===== config.mk =====
export PLATFORM = sky130hd
export DESIGN_NAME = gbr_ctrl
export DESIGN_NICKNAME = d
export VERILOG_FILES = /design/src/hdl/gbr_pkg.sv /design/src/hdl/gbr_ctrl.sv
export SDC_FILE = /design/constraint.sdc
export NUM_CORES = 1
export LEC_CHECK = 0
export BUFFER_PORTS_ARGS = -buffer_cell sky130_fd_sc_hd__buf_4
export CORE_AREA = 2 2 39 41
export CTS_BUF_LIST = sky130_fd_sc_hd__clkbuf_2
export CTS_CLUSTER_DIAMETER = 80
export DETAILED_ROUTE_END_ITERATION = 16
export DIE_AREA = 0 0 41 43
export PLACE_DENSITY = 0.66
export SLEW_MARGIN = 20
export SYNTH_ARGS = -nofsm -noshare
export SYNTH_HDL_FRONTEND = slang
export SYNTH_SLANG_ARGS = --single-unit

===== constraint.sdc =====
create_clock -name clk -period 1.97 [get_ports clk]
set_clock_uncertainty 0.15 [all_clocks]
set_input_delay 0.394 -clock clk [delete_from_list [all_inputs] [get_ports clk]]
set_output_delay 0.394 -clock clk [all_outputs]
set_load 0.005 [all_outputs]

===== src/hdl/gbr_pkg.sv =====
// Package for the RGBA Gaussian blur: widths, register indexes, weight tables.
// No dependencies.
`default_nettype none
package gbr_pkg;
  localparam int DefMaxWidth = 256;
  localparam int DefMaxHeight = 256;
  localparam int DefMaxRadius = 4;
  localparam int TableRadii = 4;
  localparam int TableTaps = 12;
  localparam int TapW = 4;
  localparam int SelW = 2;

  localparam logic [1:0] REG_RADIUS = 2'd0;
  localparam logic [1:0] REG_WIDTH  = 2'd1;
  localparam logic [1:0] REG_HEIGHT = 2'd2;

  localparam logic FUNC_WRITE = 1'b0;
  localparam logic FUNC_READ  = 1'b1;

  // Window reach per radius
  function automatic logic [TapW-1:0] reach_of(input logic [SelW-1:0] sel);
    logic [TapW-1:0] r;
    begin
      case (sel)
        2'd0: r = 4'd3;
        2'd1: r = 4'd6;
        2'd2: r = 4'd8;
        default: r = 4'd11;
      endcase
      return r;
    end
  endfunction

  // Q0.16 Gaussian weight per radius and distance
  function automatic logic [15:0] weight_of(input logic [SelW-1:0] sel,
                                            input logic [TapW-1:0] d);
    logic [15:0] w;
    begin
      w = 16'd0;
      case (sel)
        2'd0: case (d)
          4'd0: w = 16'd65535; 4'd1: w = 16'd39750; 4'd2: w = 16'd8869;
          4'd3: w = 16'd728; default: w = 16'd0;
        endcase
        2'd1: case (d)
          4'd0: w = 16'd65535; 4'd1: w = 16'd57835; 4'd2: w = 16'd39750;
          4'd3: w = 16'd21276; 4'd4: w = 16'd8869; 4'd5: w = 16'd2879;
          4'd6: w = 16'd728; default: w = 16'd0;
        endcase
        2'd2: case (d)
          4'd0: w = 16'd65535; 4'd1: w = 16'd61994; 4'd2: w = 16'd52477;
          4'd3: w = 16'd39750; 4'd4: w = 16'd26943; 4'd5: w = 16'd16342;
          4'd6: w = 16'd8869; 4'd7: w = 16'd4308; 4'd8: w = 16'd1872;
          default: w = 16'd0;
        endcase
        default: case (d)
          4'd0: w = 16'd65535; 4'd1: w = 16'd63520; 4'd2: w = 16'd57835;
          4'd3: w = 16'd49469; 4'd4: w = 16'd39750; 4'd5: w = 16'd30005;
          4'd6: w = 16'd21276; 4'd7: w = 16'd14173; 4'd8: w = 16'd8869;
          4'd9: w = 16'd5214; 4'd10: w = 16'd2879; 4'd11: w = 16'd1494;
          default: w = 16'd0;
        endcase
      endcase
      return w;
    end
  endfunction

  // Controller to datapath commands
  typedef struct packed {
    logic load;     // latch request, set up window
    logic step;     // issue one window read and advance
    logic acc;      // accumulate the beat read last cycle
    logic div_go;   // start the dividers
    logic emit;     // load output register
  } gbr_cmd_t;

  typedef struct packed {
    logic last;     // current read address is the window's last
    logic div_done;
  } gbr_stat_t;
endpackage
`default_nettype wire


===== src/hdl/gbr_ctrl.sv =====
// Controller state machine for the blur block: handshakes and sequencing.
// Depends on gbr_pkg.
`default_nettype none
module gbr_ctrl (
  input  wire logic              clk,
  input  wire logic              rst,
  input  wire logic              in_valid,
  output logic                   in_ready,
  input  wire logic              in_func,
  input  wire logic              in_range,
  output logic                   out_valid,
  input  wire logic              out_ready,
  output gbr_pkg::gbr_cmd_t      cmd,
  input  wire gbr_pkg::gbr_stat_t stat
);
  import gbr_pkg::*;
  typedef enum logic [5:0] {
    S_IDLE = 6'b000001,
    S_WALK = 6'b000010,
    S_TAIL = 6'b000100,
    S_DIV  = 6'b001000,
    S_WAIT = 6'b010000,
    S_EMIT = 6'b100000
  } state_t;
  state_t state, state_next;
  logic [1:0] tail;
  logic start_rd;
  // Accumulate follows the read, delayed through step_d
  logic step_d;

  assign in_ready = (state == S_IDLE);
  assign start_rd = in_valid && in_ready && (in_func == FUNC_READ) && in_range;

  always_comb begin
    state_next = state;
    cmd = '0;
    cmd.acc = step_d;
    unique case (state)
      S_IDLE: if (start_rd) begin
        cmd.load = 1'b1;
        state_next = S_WALK;
      end
      S_WALK: begin
        cmd.step = 1'b1;
        if (stat.last) state_next = S_TAIL;
      end
      S_TAIL: if (tail == 2'd3) state_next = S_DIV;
      S_DIV: begin
        cmd.div_go = 1'b1;
        state_next = S_WAIT;
      end
      S_WAIT: if (stat.div_done) begin
        state_next = S_EMIT;
        cmd.emit = !out_valid || out_ready;
        if (out_valid && !out_ready) state_next = S_EMIT;
        else state_next = S_IDLE;
      end
      S_EMIT: if (!out_valid || out_ready) begin
        cmd.emit = 1'b1;
        state_next = S_IDLE;
      end
      default: state_next = S_IDLE;
    endcase
  end

  always_ff @(posedge clk) begin
    if (rst) begin
      state <= S_IDLE;
      out_valid <= 1'b0;
      step_d <= 1'b0;
      tail <= '0;
    end else begin
      state <= state_next;
      step_d <= cmd.step;
      tail <= (state == S_TAIL) ? tail + 2'd1 : 2'd0;
      if (cmd.emit) out_valid <= 1'b1;
      else if (out_ready) out_valid <= 1'b0;
    end
  end
endmodule
`default_nettype wire


# == Yosys cells after proc, flatten, opt, wreduce, memory -nomap -nowiden ==
# Index checks and enable logic that the tools add are counted.
# op_classes
add_sub_neg,1
eq_ne,12
mux,16
bitwise_logic,1
n_reduce_logical,10
# op_table
operator,count
$mux 6,6
$pmux 6 s6,1
$mux 1,8
$ne 2x2->1 const B,4
$eq 6x1->1 const B,1
$eq 6x2->1 const B,1
$eq 6x3->1 const B,1
$eq 6x4->1 const B,1
$eq 6x5->1 const B,1
$eq 6x6->1 const B,1
$reduce_and 5->1,1
$logic_and 1x1->1,4
$add 2x1->2 const B,1
$eq 2x2->1 const B,1
$logic_not 1->1,2
$ne 2x1->1 const B,1
$pmux 1 s2,1
$reduce_bool 2->1,1
$reduce_or 2->1,1
$logic_or 1x1->1,1
$not 1->1,1
# word_totals
regBits,10
inputBits,8
output_inout_bits,7
elab_cells,44

# == Logic depth before layout (Yosys ltp) ==
# Gate-level depths: netlist of run 1.
# logic_depth
ltp_word,6
depth_mapped,5
ltp_nobuf,5

# == Worst setup path after synthesis of run 1 ==
# No wires, ideal clock.
# synth_path
kind,register to output
startpoint,register state[4]
endpoint,output port cmd[3] (netlist name)
arrival_time_ps,1005
required_time_ps,1426
setup_slack_ps,421
stages_incl_launch_ff,4
path_cell_list,dfxtp_1 -> nor4_4 -> and2_1 -> buf_4
# synth_lines
item,line_no,rtl
from (decl),gbr_ctrl.sv:25,"state_t state, state_next;"
from (signal assigned),gbr_ctrl.sv:73,state <= state_next;
to (decl),gbr_ctrl.sv:13,"output gbr_pkg::gbr_cmd_t cmd,"

==> impl_metrics.yaml, run 1 <==
timing:
  tightest_slew_ns: 0.304
  maxSlewHeadroom_pct: 79.5
  post-route-worst-setup-slack_ns: 0.0413
  min_period_ns: 1.93
  slew_violations: 0
  rsz0062_at_grt: "true"
  fin_crit_sh_pct: 97.9
  setup-tns-final_ns: 0
  final_hold_viol_count: 0
  setup_viol: 0
  fmax_mhz: 518
grt:
  grt_pass1_vias: 447
  grt_pass1_wl_mm: 1.89
  grt_overflow_total: 0
  grt_max_degree: 12
  antenna_found_initial: 0
  grt_usage_pct: 15.3
detailed_routing:
  drt_wl_total_mm: 1.15
  drtIter0Drc: 1
  drc: 0
  vias_per_cell: 5.32
  antenna_left: 0
  wl_per_cell_um: 12.4
  firstDrtPassIters: 4
  vias: 495
setup_path:
  critical_path.max_fanout: 6
  timing.reg2reg.setup_slack_ns: 0.26
  critPathLaunchType: "register"
  rr_worst_depth: 5
  r2r-start: "state[3]$_SDFFE_PP0P_"
  cp-end-kind: "output port"
  worstReg2RegEnd: "state[5]$_SDFFE_PP0P_"
  arrival_ns: 1.38
  path_class: "register to output port"
  cp.required_ns: 1.43
finish:
  diodes: 0
  syn_to_final_growth_pct: 27.1
  fin_area_sq_um: 739
  final_core_util_pct: 53.4
  fin_nets: 87
  drive_above_1_share_pct: 48.1
clock_network:
  cts_tree: "built"
  clk_latency_ns: 0.24
  cts_buffer_depth: 2
  clkTransAtPathRegs_ns: 0.10
  clock_sinks: 10
  htree_levels: 1
  ctsHoldBuffers: 0
  clock_tree.root_cell: "clkbuf_2"
  cts_buffers: 3
synth:
  synth_top_family_by_area: "simple AND/OR/NAND/NOR gates"
  syn-cell-area_sq_um: 582
  yosysWarnings: 0
  synth-xor-area-share_pct: 0
  synthMuxAreaShare_pct: 2.58
  synth_area_leaders: "dfxtp_1 34%, nor2b_1 4.3%, nor4_4 3.7%"
  synth-seq-cells: 10
  synth_cell_type_count: 33
  synth_fa_ha_area_share_pct: 2.15
  synth.largest_area_cell: "dfxtp_1"
  yosysSeqAreaShare_pct: 34.4
  synth_area_per_cell_sq_um: 9.70
  netlist.area_leader.share_pct: 34.4
  syn_nets: 69
  yosys.area_share.simple_pct: 41.1
  synth-compound-area-share_pct: 15.1
  synth_cells: 60
power:
  ir_worst_vdd_uv: 387
  clkPwrFrac_pct: 30.3
  intPower_uw: 275
  cellLeakagePower_nw: 0.304
  p_sw_share_pct: 25.6
  power_uw: 370
  power_density_nw_per_um2: 500
  combPwrFrac_pct: 13.7
  seq_power_share_pct: 56.0
  switchingPower_uw: 94.8
worst_hold_path:
  hold_start: "rst"
  hp-class: "input pin to register"
  min_to: "state[4]$_SDFFE_PP0P_"
  min_path_cells: 2
floorplanning:
  initial_utilization_pct: 42.0
  dieArea_sq_um: 1760
  die_h_um: 43
  core_sq_um: 1380
  rows: 14
  ios: 15
  fp.dieW_um: 41
flow_run:
  maxCapViolCount: 0
placed_design:
  dp_slack_ns: 0.215
  gp_congestion: 0.748
  post_dp_cell_area_sq_um: 683
  portBuffers: 14
  dpl.hpwl_um: 873
status:
  outcome: "finished, final reports clean"
[area by class of cell]
type	count	area, sq um
Timing Repair Buffer	16	120
Tap cell	16	20.0
Multi-Input combinational cell	46	370
Clock buffer	3	15.0
Clock inverter	1	3.75
Inverter	1	3.75
Sequential cell	10	206
Fill cell	142	644
[timing repair]
action | in CTS | in global routing
setup endpoints to repair | 2 | 3
pin swaps | 1 | 2
buffers inserted | 0 | 2
resized for setup | 4 | 5
[cells in the mapped netlist, drive strengths merged]
library cell and count:
nor2 5, or2 1, o21a 1, and4b 1, buf 2, o311ai 1
nand4b 1, nor3 4, o211ai 1, nand3 3, dlygate4sd1 1, nor4 2
o21ba 1, nand2 1, dfxtp 10, and2 1, ha 1, nor2b 4
or2b 1, and3b 1, o21ai 4, inv 1, nand3b 2, nor3b 2
nor4bb 1, o2111ai 1, and2b 2, mux2 1, a21oi 3
[stage by stage]
stage,hold slack (ns),instances
floorplan,0.258,60
global placement,0.269,87
detailed placement,0.272,87
CTS,0.225,91
global route,0.214,93
finish,0.225,93
[cells by family (layout without fill, tap and decap cells)]
kind of cell | Yosys count | after routing
and+or+nand+nor | 32 | 32
AOI/OAI and AO/OA | 12 | 12
DFF | 10 | 10
buffers and inverters | 4 | 21
adders and majority gates | 1 | 1
muxes | 1 | 1
[worst max-delay path by stage]
stage               endpoint                  start  slack (ns)
finish                cmd[3]  state[3]$_SDFFE_PP0P_        0.04
global route          cmd[3]  state[3]$_SDFFE_PP0P_       -0.02
CTS                   cmd[4]  state[2]$_SDFFE_PP0P_       0.009
detailed placement    cmd[0]  state[0]$_SDFFE_PP1P_        0.21
global placement      cmd[0]  state[0]$_SDFFE_PP1P_        0.24
floorplan             cmd[3]  state[4]$_SDFFE_PP0P_        0.42
[worst max-delay path, stage by stage, from the launching register on]
cell	delay, ns
dfxtp_4	0.39
nor4_4	0.34
buf_4	0.18
and2_4	0.14
buf_4	0.10
[routing by layer]
metal	vias up	wire [um]	GRT usage [%]
li1	252	-	-
met4	0	0	6.00
met2	8	535	22.5
met3	0	37	3.66
met1	235	579	20.9
met5	-	0	0
[power by group through the flow]
stage / registers (mW) / logic (mW) / clock network, mW
global placement: 0.212 / 0.0466 / 0
detailed placement: 0.212 / 0.0468 / 0
floorplan: 0.212 / 0.0269 / 0
finish: 0.207 / 0.0507 / 0.112
global route: 0.208 / 0.0556 / 0.125
CTS: 0.208 / 0.0487 / 0.114
[cell usage in the layout, fill, tap and decap left out, drive strengths merged, types with 2 or more instances in the layout]
cell	count
and2b	2
nand3	3
buf	16
dfxtp	10
nor4	2
nor2b	4
nor2	5
nand3b	2
clkbuf	3
nor3b	2
o21ai	4
nor3	4
a21oi	3
[state kept, by name (all words and copies together), names as in the netlist]
name	count
step_d	1
state	6
out_valid	1
tail	2
Power figures use the tool's default switching activity.
==> run 2: changes to the inputs <==
--- a/config.mk
+++ b/config.mk
@@ -6,12 +6,11 @@
 export NUM_CORES = 1
 export LEC_CHECK = 0
 export BUFFER_PORTS_ARGS = -buffer_cell sky130_fd_sc_hd__buf_4
-export CORE_AREA = 2 2 39 41
+export CORE_UTILIZATION = 35
 export CTS_BUF_LIST = sky130_fd_sc_hd__clkbuf_2
 export CTS_CLUSTER_DIAMETER = 80
 export DETAILED_ROUTE_END_ITERATION = 16
-export DIE_AREA = 0 0 41 43
-export PLACE_DENSITY = 0.66
+export PLACE_DENSITY = 0.55
 export SLEW_MARGIN = 20
 export SYNTH_ARGS = -nofsm -noshare
 export SYNTH_HDL_FRONTEND = slang
==> run 2 against run 1 <==
  * Combinational power is 4.7% lower
  * Cell count up 1.1%
  * Worst setup slack improved by 0.023 ns
  * Register-to-register slack about the same
  * Via count grew 1.0%
  * Fmax rose by 1.2%
  * Sequential cell count unchanged
  * Sequential power about the same
  * First-iteration DRC count rose to 3.0 times the previous value
  * Total power is 1.2% higher
  * Die area up 3.8%
  * Global-route usage is 1.6 points lower
==> impl_metrics.yaml, run 2 (synthesized netlist as in run 1, its figures left out) <==
worst_hold_path:
  min_path_cells: 2
  min_to: "state[4]$_SDFFE_PP0P_"
  hold_start: "rst"
  hp-class: "input pin to register"
floorplanning:
  ios: 15
  dieArea_sq_um: 1830
  die_h_um: 42.8
  core_sq_um: 1520
  rows: 14
  initial_utilization_pct: 38.2
  fp.dieW_um: 42.8
clock_network:
  cts_tree: "built"
  clock_tree.root_cell: "clkbuf_2"
  htree_levels: 1
  clock_sinks: 10
  cts_buffers: 3
  cts_buffer_depth: 2
  clk_latency_ns: 0.25
  clkTransAtPathRegs_ns: 0.11
finish:
  fin_nets: 88
  top_register: "state"
  final_common_cell: "buf_4"
  syn_to_final_growth_pct: 27.5
  fin_area_sq_um: 742
  fill_cells: 144
  multi_input_area_sq_um: 365
  biggestRegsByFlops: "state: 6 flops, tail: 2 flops"
  diodes: 0
  ff_latch_area_sq_um: 206
  layout_common_cells: "17 x buf_4, 7 x dfxtp_1, 5 x nor2_1"
  largest_reg_flops: 6
  drive_above_1_share_pct: 46.2
setup_path:
  critPathLaunchType: "register"
  cp-end-kind: "output port"
  path_class: "register to output port"
  crit_buf_inv: 1
  cp.required_ns: 1.43
  cpPeakStageDelay_ns: 0.39
  timing.reg2reg.setup_slack_ns: 0.27
  path_cells: "nor4_4 -> o21ai_1 -> nor2b_1 -> buf_4"
  r2r-start: "state[3]$_SDFFE_PP0P_"
  arrival_ns: 1.36
  worstReg2RegEnd: "state[5]$_SDFFE_PP0P_"
  rr_worst_depth: 5
  slowest_stage: "dfxtp_4"
  critical_path.max_fanout: 6
  critPathTopFamily: "simple AND/OR/NAND/NOR gates"
power:
  ir_worst_vdd_uv: 275
  power_density_nw_per_um2: 505
  cellLeakagePower_nw: 0.304
grt:
  grt_usage_pct: 13.8
  grt_max_degree: 12
  grt_pass1_vias: 446
  grt_overflow_total: 0
  antenna_found_initial: 0
  grt_pass1_wl_mm: 1.84
placed_design:
  post_dp_cell_area_sq_um: 691
  gp_congestion: 0.696
  portBuffers: 14
timing:
  slew_violations: 0
  tightest_slew_ns: 0.311
  min_period_ns: 1.91
  fmax_mhz: 525
  rsz0062_at_grt: "true"
  final_hold_viol_count: 0
  setup_viol: 0
  maxSlewHeadroom_pct: 79.0
  fin_crit_sh_pct: 96.7
  setup-tns-final_ns: 0
flow_run:
  maxCapViolCount: 0
detailed_routing:
  drt_wl_total_mm: 1.17
  vias_per_cell: 5.32
  wl_per_cell_um: 12.4
  firstDrtPassIters: 2
  drc: 0
  antenna_left: 0
  vias: 500
  drtIter0Drc: 3
status:
  outcome: "finished, final reports clean"
==> run 2: changes by cell type in the layout (fill, tap and decap cells not counted) <==
| cell | before | now |
|---|---|---|
| nand2_2 | 1 | 0 |
| buf_4 | 16 | 17 |
| and2_4 | 1 | 0 |
| and2_1 | 0 | 1 |
| nand2_1 | 0 | 1 |
==> run 2: how the worst max path moves through the flow <==
stage	from	endpoint	slack, ns	cells past startpoint
after floorplan	state[4]$_SDFFE_PP0P_	cmd[3]	0.42	3
after global placement	state[0]$_SDFFE_PP1P_	cmd[0]	0.23	4
after detailed placement	state[2]$_SDFFE_PP0P_	cmd[0]	0.23	4
after CTS	state[0]$_SDFFE_PP1P_	cmd[0]	0.03	4
after global routing	state[3]$_SDFFE_PP0P_	cmd[0]	-0.03	4
final	state[3]$_SDFFE_PP0P_	cmd[0]	0.06	4
==> run 2: routing by layer <==
layer  global-route usage (%)  wire length (um)
met5                        0                 0
met4                     9.38                19
met3                     3.83                37
met2                     20.3               550
met1                     17.1               562
==> run 2: power breakdown <==
group	switching, mW	leakage [nW]	internal [mW]	total (mW)
combinational	0.0215	0.207	0.0268	0.0483
sequential	0.00428	0.0826	0.203	0.207
clock	0.0745	0.0140	0.0441	0.119
==> run 2: area by class of cell <==
| cell class | instances | share of cell area [%] |
|---|---|---|
| Sequential cell | 10 | 27.8 |
| Inverter | 1 | 0.506 |
| Clock inverter | 1 | 0.506 |
| Tap cell | 16 | 2.70 |
| Multi-Input combinational cell | 46 | 49.2 |
| Timing Repair Buffer | 17 | 17.2 |
| Clock buffer | 3 | 2.02 |
==> run 2: metrics by stage <==
step	hold WS, ns	setup slack (ns)	instances	util (%)	power, mW
floorplan	0.258	0.421	60	-	0.239
global placement	0.272	0.230	88	45.3	0.259
detailed placement	0.273	0.234	88	45.3	0.259
CTS	0.221	0.0288	92	47.3	0.381
global route	0.208	-0.0259	94	48.7	0.395
finish	0.225	0.0642	94	48.7	0.374
==> run 2: repair_timing <==
item,CTS,global route
setup buffers,0,2
hold buffers,0,0
pin swaps,0,4
resized for setup,4,3
endpoints found under the setup margin,2,4
==> run 3: changes to the inputs <==
--- a/config.mk
+++ b/config.mk
@@ -11,6 +11,7 @@
 export CTS_CLUSTER_DIAMETER = 80
 export DETAILED_ROUTE_END_ITERATION = 16
 export PLACE_DENSITY = 0.55
+export REMOVE_ABC_BUFFERS = 1
 export SLEW_MARGIN = 20
 export SYNTH_ARGS = -nofsm -noshare
 export SYNTH_HDL_FRONTEND = slang
==> run 3 against run 2 <==
  * Die area is the same
  * Combinational power is 13% higher
  * Global-route usage is 2.0 points higher
  * Count of clock-buffer cells in the layout unchanged
  * Fmax grew 1.2%
  * Non-clock buffer count grew 1
  * Sequential power hardly changed
  * Largest power group unchanged
==> impl_metrics.yaml, run 3 (synthesized netlist as in run 1, its figures left out) <==
grt:
  grt_pass1_vias: 501
  top_usage_layer: "met2"
  grtUsageMet2_pct: 23.0
  grt_max_degree: 12
  grt_overflow_total: 0
  antenna_found_initial: 0
  grt_use_met1_pct: 19.3
  grt_pass1_wl_mm: 2.15
  grt_usage_pct: 15.7
  use_met3_pct: 5.11
setup_path:
  arrival_ns: 1.34
  path_cells: "nor4_4 -> nand2_1 -> nor2_1 -> buf_4"
  critical_path.max_fanout: 9
  slowest_stage: "dfxtp_4"
  cpPeakStageDelay_ns: 0.39
  cp.required_ns: 1.43
  path_class: "register to output port"
  critPathLaunchType: "register"
  cp-end-kind: "output port"
floorplanning:
  ios: 15
  fp.dieW_um: 42.8
  initial_utilization_pct: 38.2
  dieArea_sq_um: 1830
  core_sq_um: 1520
  rows: 14
  die_h_um: 42.8
flow_run:
  maxCapViolCount: 0
clock_network:
  cts_buffer_depth: 2
  clock_sinks: 10
  clock_tree.root_cell: "clkbuf_2"
  cts_buffers: 3
  clkTransAtPathRegs_ns: 0.11
  htree_levels: 1
  clk_latency_ns: 0.25
  cts_tree: "built"
status:
  outcome: "finished, final reports clean"
detailed_routing:
  drc: 0
  wl_per_cell_um: 13.5
  firstDrtPassIters: 4
  vias_per_cell: 5.31
  drtIter0Drc: 6
  vias: 504
  antenna_left: 0
  drt_wl_total_mm: 1.28
finish:
  fin_nets: 89
  fin_cells: 95
  final_core_util_pct: 50.2
  final_common_cell: "buf_4"
  top_register: "state"
  syn_to_final_growth_pct: 31.4
  biggestRegsByFlops: "state: 6 flops, tail: 2 flops"
  largest_reg_flops: 6
  diodes: 0
  drive_above_1_share_pct: 48.1
  layout_common_cells: "17 x buf_4, 5 x nor2_1, 5 x dfxtp_1"
timing:
  fin_crit_sh_pct: 95.6
  fmax_mhz: 531
  slew_violations: 0
  final_hold_viol_count: 0
  maxSlewHeadroom_pct: 79.5
  min_period_ns: 1.88
  tightest_slew_ns: 0.304
  setup_viol: 0
placed_design:
  dpl.hpwl_um: 918
  dpl.cell_count: 87
  gp_congestion: 0.693
  portBuffers: 14
power:
  ir_worst_vdd_uv: 256
  cellLeakagePower_nw: 0.312
  power_density_nw_per_um2: 490
worst_hold_path:
  hp-class: "input pin to register"
-- run 3: cell type report --
class / instances / area, sq um
well taps: 16 / 20.0
fillers: 155 / 759
clock buffers: 3 / 15.0
clock inverters: 1 / 3.75
flip-flops and latches: 10 / 211
multi-input cells: 46 / 363
inverters: 1 / 3.75
repair buffers: 18 / 148
-- run 3: what timing repair did --
item                       4_1_cts  5_1_grt
pin swaps                        1        4
hold buffers                     0        0
buffers inserted                 1        3
setup endpoints to repair        2        4
gates resized for setup          2        7
-- run 3: power breakdown --
part	internal (mW)	switching (mW)
Combinational	0.0308	0.0238
Sequential	0.202	0.00378
Clock	0.0441	0.0699
Total	0.277	0.0974
-- run 3: final timing paths --
kind                         start  cells after the start  slack, ns               endpoint
max          state[5]$_SDFFE_PP0P_                      4       0.09                 cmd[4]
min                            rst                      2       0.21  state[2]$_SDFFE_PP0P_
max reg2reg  state[4]$_SDFFE_PP0P_                      5       0.25  state[5]$_SDFFE_PP0P_
min reg2reg     tail[0]$_SDFF_PP0_                      1       0.29     tail[0]$_SDFF_PP0_
-- run 3: critical path: cells and delay by family (launching register included) --
kind | cells | cell delay (ns)
buf+inv | 1 | 0.12
flops | 1 | 0.39
simple gates | 3 | 0.58
-- run 3: routing by layer --
| layer | part of all wire (%) | up-vias |
|---|---|---|
| met5 | 0 | - |
| met4 | 2.0 | 0 |
| met3 | 4.8 | 4 |
| met2 | 47 | 11 |
| met1 | 46 | 231 |
| li1 | - | 258 |
-- run 3: metrics by stage --
stage / TNS, ns / setup WS (ns) / total power, mW / instance area [sq um] / hold slack, ns
floorplan: 0 / 0.440 / 0.235 / 558 / 0.255
global placement: 0 / 0.228 / 0.259 / 683 / 0.272
detailed placement: 0 / 0.250 / 0.259 / 683 / 0.271
CTS: 0 / 0.00615 / 0.371 / 719 / 0.223
global route: -0.0271 / -0.0222 / 0.389 / 764 / 0.219
finish: 0 / 0.0874 / 0.375 / 764 / 0.214
